===== src/sv/tcc_pkg.sv =====
package tcc_pkg;

    localparam int TEMP_W   = 14;
    localparam int ADC_W    = 10;
    localparam int THR_W    = 14;
    localparam int SEG_W    = 6;
    localparam int FRAC_W   = 4;
    localparam int TABLE_N  = 65;
    localparam int RING_N   = 4;
    localparam int SUM_W    = 16;
    localparam int WIDE_W   = 16;

    typedef logic signed [TEMP_W-1:0] temp_t;
    typedef logic [THR_W-1:0]         thr_t;
    typedef logic [ADC_W-1:0]         adc_t;

    localparam logic [THR_W-1:0] THRESHOLD_RESET = 14'd20;
    localparam temp_t            ACCEPT_LOW      = -14'sd2000;
    localparam temp_t            ACCEPT_HIGH     = 14'sd5000;

    localparam temp_t TEMP_TABLE [0:TABLE_N-1] = '{
        -14'sd7422, -14'sd3169, -14'sd2009, -14'sd1280, -14'sd737, -14'sd300,
        14'sd70, 14'sd393, 14'sd679, 14'sd939, 14'sd1176, 14'sd1395,
        14'sd1600, 14'sd1792, 14'sd1974, 14'sd2146, 14'sd2310, 14'sd2467,
        14'sd2617, 14'sd2762, 14'sd2902, 14'sd3037, 14'sd3169, 14'sd3296,
        14'sd3420, 14'sd3541, 14'sd3659, 14'sd3775, 14'sd3888, 14'sd3999,
        14'sd4108, 14'sd4215, 14'sd4320, 14'sd4423, 14'sd4526, 14'sd4626,
        14'sd4726, 14'sd4824, 14'sd4921, 14'sd5018, 14'sd5113, 14'sd5207,
        14'sd5301, 14'sd5394, 14'sd5487, 14'sd5578, 14'sd5670, 14'sd5760,
        14'sd5851, 14'sd5941, 14'sd6030, 14'sd6120, 14'sd6209, 14'sd6298,
        14'sd6387, 14'sd6476, 14'sd6565, 14'sd6653, 14'sd6742, 14'sd6831,
        14'sd6920, 14'sd7010, 14'sd7100, 14'sd7189, 14'sd7279
    };

endpackage


===== src/sv/tcc_interp.sv =====
module tcc_interp
(
    input  tcc_pkg::adc_t  sample,
    output tcc_pkg::temp_t value
);

    logic [tcc_pkg::SEG_W-1:0]  seg;
    logic [tcc_pkg::SEG_W:0]    seg_hi;
    logic [tcc_pkg::FRAC_W-1:0] frac;
    tcc_pkg::temp_t             lo;
    tcc_pkg::temp_t             hi;
    logic signed [14:0]         diff;
    logic signed [19:0]         prod;
    logic signed [19:0]         prod_adj;
    logic signed [15:0]         step;
    logic signed [15:0]         sum;

    always_comb
    begin
        seg      = sample[tcc_pkg::ADC_W-1:tcc_pkg::FRAC_W];
        frac     = sample[tcc_pkg::FRAC_W-1:0];
        seg_hi   = {1'b0, seg} + 7'd1;
        lo       = tcc_pkg::TEMP_TABLE[{1'b0, seg}];
        hi       = tcc_pkg::TEMP_TABLE[seg_hi];
        diff     = 15'(hi) - 15'(lo);
        prod     = $signed({16'd0, frac}) * 20'(diff);
        // round toward zero on the shift
        prod_adj = prod + (prod[19] ? 20'sd15 : 20'sd0);
        step     = 16'(prod_adj >>> tcc_pkg::FRAC_W);
        sum      = 16'(lo) + step;
        value    = sum[tcc_pkg::TEMP_W-1:0];
    end

endmodule


===== src/sv/thermistor_temperature_conditioner.sv =====
// Pipeline: sample transfer -> input register -> result register -> result valid.
// Throughput: one sample per cycle unless result_stall holds the result register; the ring,
// mean and reported level update in the single combinational pass between both registers.
// Reset (rst_n low, asynchronous): ring, position, mean and reported level clear to zero,
// threshold returns to 20, both pipeline registers empty.
module thermistor_temperature_conditioner
(
    input  logic                  clk,
    input  logic                  rst_n,
    input  logic                  cfg_valid,
    output logic                  cfg_ready,
    input  tcc_pkg::thr_t         change_threshold,
    input  logic                  sample_valid,
    output logic                  sample_stall,
    input  tcc_pkg::adc_t         adc_sample,
    output logic                  result_valid,
    input  logic                  result_stall,
    output tcc_pkg::temp_t        converted_value,
    output logic                  accepted,
    output tcc_pkg::temp_t        mean_temperature,
    output logic                  changed,
    output tcc_pkg::temp_t        reported_level
);

    tcc_pkg::thr_t  thr_reg;
    logic           in_valid_reg;
    tcc_pkg::adc_t  sample_reg;
    logic           res_valid_reg;
    tcc_pkg::temp_t conv_reg;
    logic           acc_reg;
    logic           chg_reg;
    tcc_pkg::temp_t ring_reg [0:tcc_pkg::RING_N-1];
    logic [1:0]     pos_reg;
    tcc_pkg::temp_t mean_reg;
    tcc_pkg::temp_t last_reg;

    tcc_pkg::temp_t ring_next [0:tcc_pkg::RING_N-1];
    tcc_pkg::temp_t mean_next;
    tcc_pkg::temp_t last_next;
    logic           acc_next;
    logic           chg_next;

    tcc_pkg::temp_t                   conv;
    logic signed [tcc_pkg::SUM_W-1:0] sum;
    logic signed [tcc_pkg::SUM_W-1:0] sum_adj;
    logic signed [tcc_pkg::WIDE_W-1:0] lower;
    logic signed [tcc_pkg::WIDE_W-1:0] upper;
    logic signed [tcc_pkg::WIDE_W-1:0] mean_w;
    logic           out_free;
    logic           advance;

    tcc_interp u_interp
    (
        .sample (sample_reg),
        .value  (conv)
    );

    assign cfg_ready    = 1'b1;
    assign out_free     = !res_valid_reg || !result_stall;
    assign advance      = in_valid_reg && out_free;
    assign sample_stall = in_valid_reg && !out_free;

    always_comb
    begin
        acc_next = (conv >= tcc_pkg::ACCEPT_LOW) && (conv <= tcc_pkg::ACCEPT_HIGH);
        for (int i = 0; i < tcc_pkg::RING_N; i++)
        begin
            ring_next[i] = (acc_next && (pos_reg == 2'(i))) ? conv : ring_reg[i];
        end
        sum = 16'(ring_next[0]) + 16'(ring_next[1]) + 16'(ring_next[2]) + 16'(ring_next[3]);
        sum_adj = sum + (sum[tcc_pkg::SUM_W-1] ? 16'sd3 : 16'sd0);
        mean_w  = sum_adj >>> 2;
        lower   = 16'(last_reg) - $signed({2'b00, thr_reg});
        upper   = 16'(last_reg) + $signed({2'b00, thr_reg});
        chg_next  = acc_next && ((lower >= mean_w) || (upper <= mean_w));
        mean_next = acc_next ? mean_w[tcc_pkg::TEMP_W-1:0] : mean_reg;
        last_next = chg_next ? mean_w[tcc_pkg::TEMP_W-1:0] : last_reg;
    end

    always_ff @(posedge clk or negedge rst_n)
    begin
        if (!rst_n)
        begin
            thr_reg       <= tcc_pkg::THRESHOLD_RESET;
            in_valid_reg  <= 1'b0;
            res_valid_reg <= 1'b0;
            pos_reg       <= 2'd0;
            mean_reg      <= '0;
            last_reg      <= '0;
            for (int i = 0; i < tcc_pkg::RING_N; i++)
            begin
                ring_reg[i] <= '0;
            end
        end
        else
        begin
            if (cfg_valid && cfg_ready)
            begin
                thr_reg <= change_threshold;
            end
            if (!sample_stall)
            begin
                in_valid_reg <= sample_valid;
            end
            if (out_free)
            begin
                res_valid_reg <= in_valid_reg;
            end
            if (advance)
            begin
                for (int i = 0; i < tcc_pkg::RING_N; i++)
                begin
                    ring_reg[i] <= ring_next[i];
                end
                if (acc_next)
                begin
                    pos_reg <= pos_reg + 2'd1;
                end
                mean_reg <= mean_next;
                last_reg <= last_next;
            end
        end
    end

    always_ff @(posedge clk)
    begin
        if (!sample_stall && sample_valid)
        begin
            sample_reg <= adc_sample;
        end
        if (advance)
        begin
            conv_reg <= conv;
            acc_reg  <= acc_next;
            chg_reg  <= chg_next;
        end
    end

    assign result_valid     = res_valid_reg;
    assign converted_value  = conv_reg;
    assign accepted         = acc_reg;
    assign changed          = chg_reg;
    assign mean_temperature = mean_reg;
    assign reported_level   = last_reg;

endmodule

===== config.mk =====
export PLATFORM = sky130hd
export DESIGN_NAME = thermistor_temperature_conditioner
export DESIGN_NICKNAME = d
export VERILOG_FILES = /design/src/sv/tcc_pkg.sv /design/src/sv/tcc_interp.sv /design/src/sv/thermistor_temperature_conditioner.sv
export SDC_FILE = /design/constraint.sdc
export NUM_CORES = 1
export LEC_CHECK = 0
export ABC_AREA = 1
export BUFFER_PORTS_ARGS = -buffer_cell sky130_fd_sc_hd__buf_2
export CAP_MARGIN = 15
export CORE_UTILIZATION = 50
export CTS_CLUSTER_DIAMETER = 60
export CTS_CLUSTER_SIZE = 40
export DETAILED_ROUTE_END_ITERATION = 16
export PLACE_DENSITY_LB_ADDON = 0.12
export SLEW_MARGIN = 40
export SYNTH_ARGS = -nofsm -noshare
export SYNTH_HDL_FRONTEND = slang
export SYNTH_HIERARCHICAL = 1
export SYNTH_SLANG_ARGS = --single-unit

===== constraint.sdc =====
create_clock -name clk -period 15.6 [get_ports clk]
set_clock_uncertainty 0.05 [all_clocks]
set_input_delay 3.12 -clock clk [delete_from_list [all_inputs] [get_ports clk]]
set_output_delay 3.12 -clock clk [all_outputs]
set_load 0.01 [all_outputs]

==> metrics.cfg <==
[setup_path]
critical_path.top_delay_family = adder cells
critPathMaxFanout = 9
worstSetupPathType = reg -> reg
crit_slowest_cell = fa_1
cp.depth = 96
cp_num_buf_inv = 19
r2r_start = sample_reg[5]$_DFFE_PP_
regToRegSetupSlack_ps = 810
max_stage_delay_ps = 580
critical_path_arrival_ps = 15070
end_kind = register
critPathLaunchType = register
r2r_cells = 96
required_ps = 15880
timing.rr.end = reported_level[5]$_DFFE_PN0P_

[clock_tree]
cts_hold_buffers = 0
clkSinkCount = 128
h-tree-depth = 4
cts-root-buf = clkbuf_16
clk_pin_slew_worst_paths_ps = 70
clockBufferDepth = 2
numCtsBuffers = 17
cts_tree = yes
clk_latency_ps = 450

[hold_path]
min_delay_path_depth = 2
holdCritPathClass = reg -> reg
min_from = mean_temperature[10]$_DFFE_PN0P_
min_to = mean_temperature[10]$_DFFE_PN0P_

[yosys]
yosysTopAreaCell = dfrtp_1
synth_most_common_cell = nand2_1
yosysUniqueCellTypes = 61
synth_warnings = 6
ys_seq_area_share_pct = 21.1
synth_top_family_by_area = simple AND/OR/NAND/NOR gates
async_reset_ff_share_pct = 79.7
synthAdderAreaFrac_pct = 20.1
netlist_instances = 2328
synth.top_cell.area_share_pct = 15.8
synthTopCellsByArea = dfrtp_1 (16%), nand2_1 (13%), ha_1 (12%)
synth_flop_cell = dfrtp_1
synth_compound_area_share_pct = 15.4
syn-cell-area_mm2 = 0.0158
syn_area_per_cell_um2 = 6.80
synth_xor_area_share_pct = 3.99
synth_edf_count = 26
synth_mux_area_share_pct = 0.324
synth_common_cells = nand2_1 (540), inv_1 (410), o21ai_0 (230)
ys_ff_latch = 128
synthesis.nets = 2573
synthSimpleGateAreaFrac_pct = 26.8

[timing]
fin_crit_sh_pct = 94.8
slew_headroom_pct = 49.6
maxSlewViolCount = 0
final_hold_viol_count = 0
tns_ps = 0
period_minus_slack_ps = 14790
setup_viol = 0
max_slew.worst_pin.slew_ps = 751
fmax_mhz = 67.6

[detailed_routing]
vias = 15900
dr.pass1.iters = 12
drcViolationCount = 6
wl_um = 51500
drtAntennaViolNets = 0
drtIter0Drc = 1304
routedWlPerCell_um = 18.0
viasPerCell = 5.54

[die]
die_area_mm2 = 0.0324
std_cell_rows = 64
ios = 76
initial_core_util_pct = 51.3
die_w_um = 180
die_h_um = 180
core_area_mm2 = 0.0308

[layout]
diodes = 0
largest_register_ffs = 56
nets = 2704
syn_to_final_growth_pct = 16.9
drive_above_1_share_pct = 16.2
final_util_pct = 60.0

[global_routing]
grt_pass1_wl_um = 79800
antenna_found_initial = 0
groute.usage.overall_pct = 31.1
grt_max_degree = 91
grt-ovfl-total = 0
grt_pass1_vias = 15200

[placement]
hpwlAfterDp_um = 39500
io_buffers = 74
gp_congestion = 0.976

[run]
drv_cap = 0

[status]
failed_checks = design-rule violations
outcome = complete, but fails checks

-- worst register-to-register path, delay by kind of cell (launching register included) --
| kind | cells | cell delay (ps) |
|---|---|---|
| fa+ha+maj | 13 | 4700 |
| xor+xnor | 3 | 600 |
| simple gates | 42 | 4370 |
| compound gates | 19 | 2640 |
| flops | 1 | 450 |
| buf+inv | 19 | 1880 |
-- cell type report --
class | count | area (um^2)
clock buffers | 21 | 470
clock inverters | 11 | 126
fillers | 2899 | 12300
inverters | 430 | 1630
multi-input cells | 1702 | 11100
flip-flops and latches | 128 | 3340
well taps | 396 | 495
repair buffers | 180 | 1360
-- logic make-up after synthesis --
kind of cell | after synthesis
compound gates | 439
mux | 5
xor+xnor | 72
flops | 128
simple gates | 967
fa+ha+maj | 216
other cells | 1
buf+inv | 500
-- cell usage in the layout (no fill, tap or decap), types with 9 or more instances in the layout --
| cell type | synthesis | layout |
|---|---|---|
| nand2_1 | 540 | 521 |
| dfrtp_1 | 100 | 100 |
| o21ai_1 | 6 | 17 |
| nand3_2 | 13 | 14 |
| ha_1 | 152 | 133 |
| a31oi_1 | 15 | 12 |
| a21oi_1 | 111 | 105 |
| nor3_1 | 20 | 17 |
| nand2_2 | 20 | 37 |
| o21ai_0 | 230 | 215 |
| inv_1 | 410 | 401 |
| xnor2_1 | 19 | 18 |
| nor2_1 | 183 | 161 |
| edfxtp_1 | 26 | 26 |
| inv_2 | 18 | 24 |
| nand4_1 | 27 | 27 |
| clkbuf_16 | 0 | 21 |
| nor2_4 | 4 | 9 |
| nand3_1 | 126 | 122 |
| nor2_2 | 7 | 25 |
| ha_4 | 0 | 11 |
| xor2_1 | 53 | 49 |
| buf_2 | 7 | 73 |
| o21bai_1 | 13 | 13 |
| buf_4 | 6 | 91 |
| fa_1 | 64 | 62 |
-- timing repair --
action | CTS | global route
resized for setup | 7 | 132
pin swaps | 3 | 27
setup buffers | 5 | 22
endpoints found under the setup margin | 15 | 18
cloned | 0 | 6
-- how the worst max path moves through the flow --
stage / from / to / slack, ps
final: sample_reg[5]$_DFFE_PP_ / reported_level[5]$_DFFE_PN0P_ / 810
after CTS: sample_reg[4]$_DFFE_PP_ / reported_level[8]$_DFFE_PN0P_ / 30
after global routing: sample_reg[5]$_DFFE_PP_ / changed$_DFFE_PP_ / -180
after global placement: sample_reg[5]$_DFFE_PP_ / reported_level[9]$_DFFE_PN0P_ / -10
after detailed placement: sample_reg[5]$_DFFE_PP_ / reported_level[10]$_DFFE_PN0P_ / -380
after floorplan: sample_reg[4]$_DFFE_PP_ / reported_level[10]$_DFFE_PN0P_ / 810
-- stage by stage --
step	hold slack (ps)	instances	area, um^2	setup WS [ps]
floorplan	384	2328	15800	814
global placement	401	2803	17000	-9.60
detailed placement	411	2803	17000	-379
CTS	425	2840	17700	30.5
global route	448	2868	18500	-181
finish	426	2868	18500	810
-- routing by layer --
metal,vias to the layer above,global-route usage [%],wire length (um)
li1,7735,-,-
met1,7468,40.5,22500
met2,576,53.1,24700
met3,122,3.40,2690
met4,0,11.8,1650
met5,-,0,0
Power is left out: the tool's default activity adds up to more than one toggle a clock period on the data nets, which glitch-free logic cannot reach.
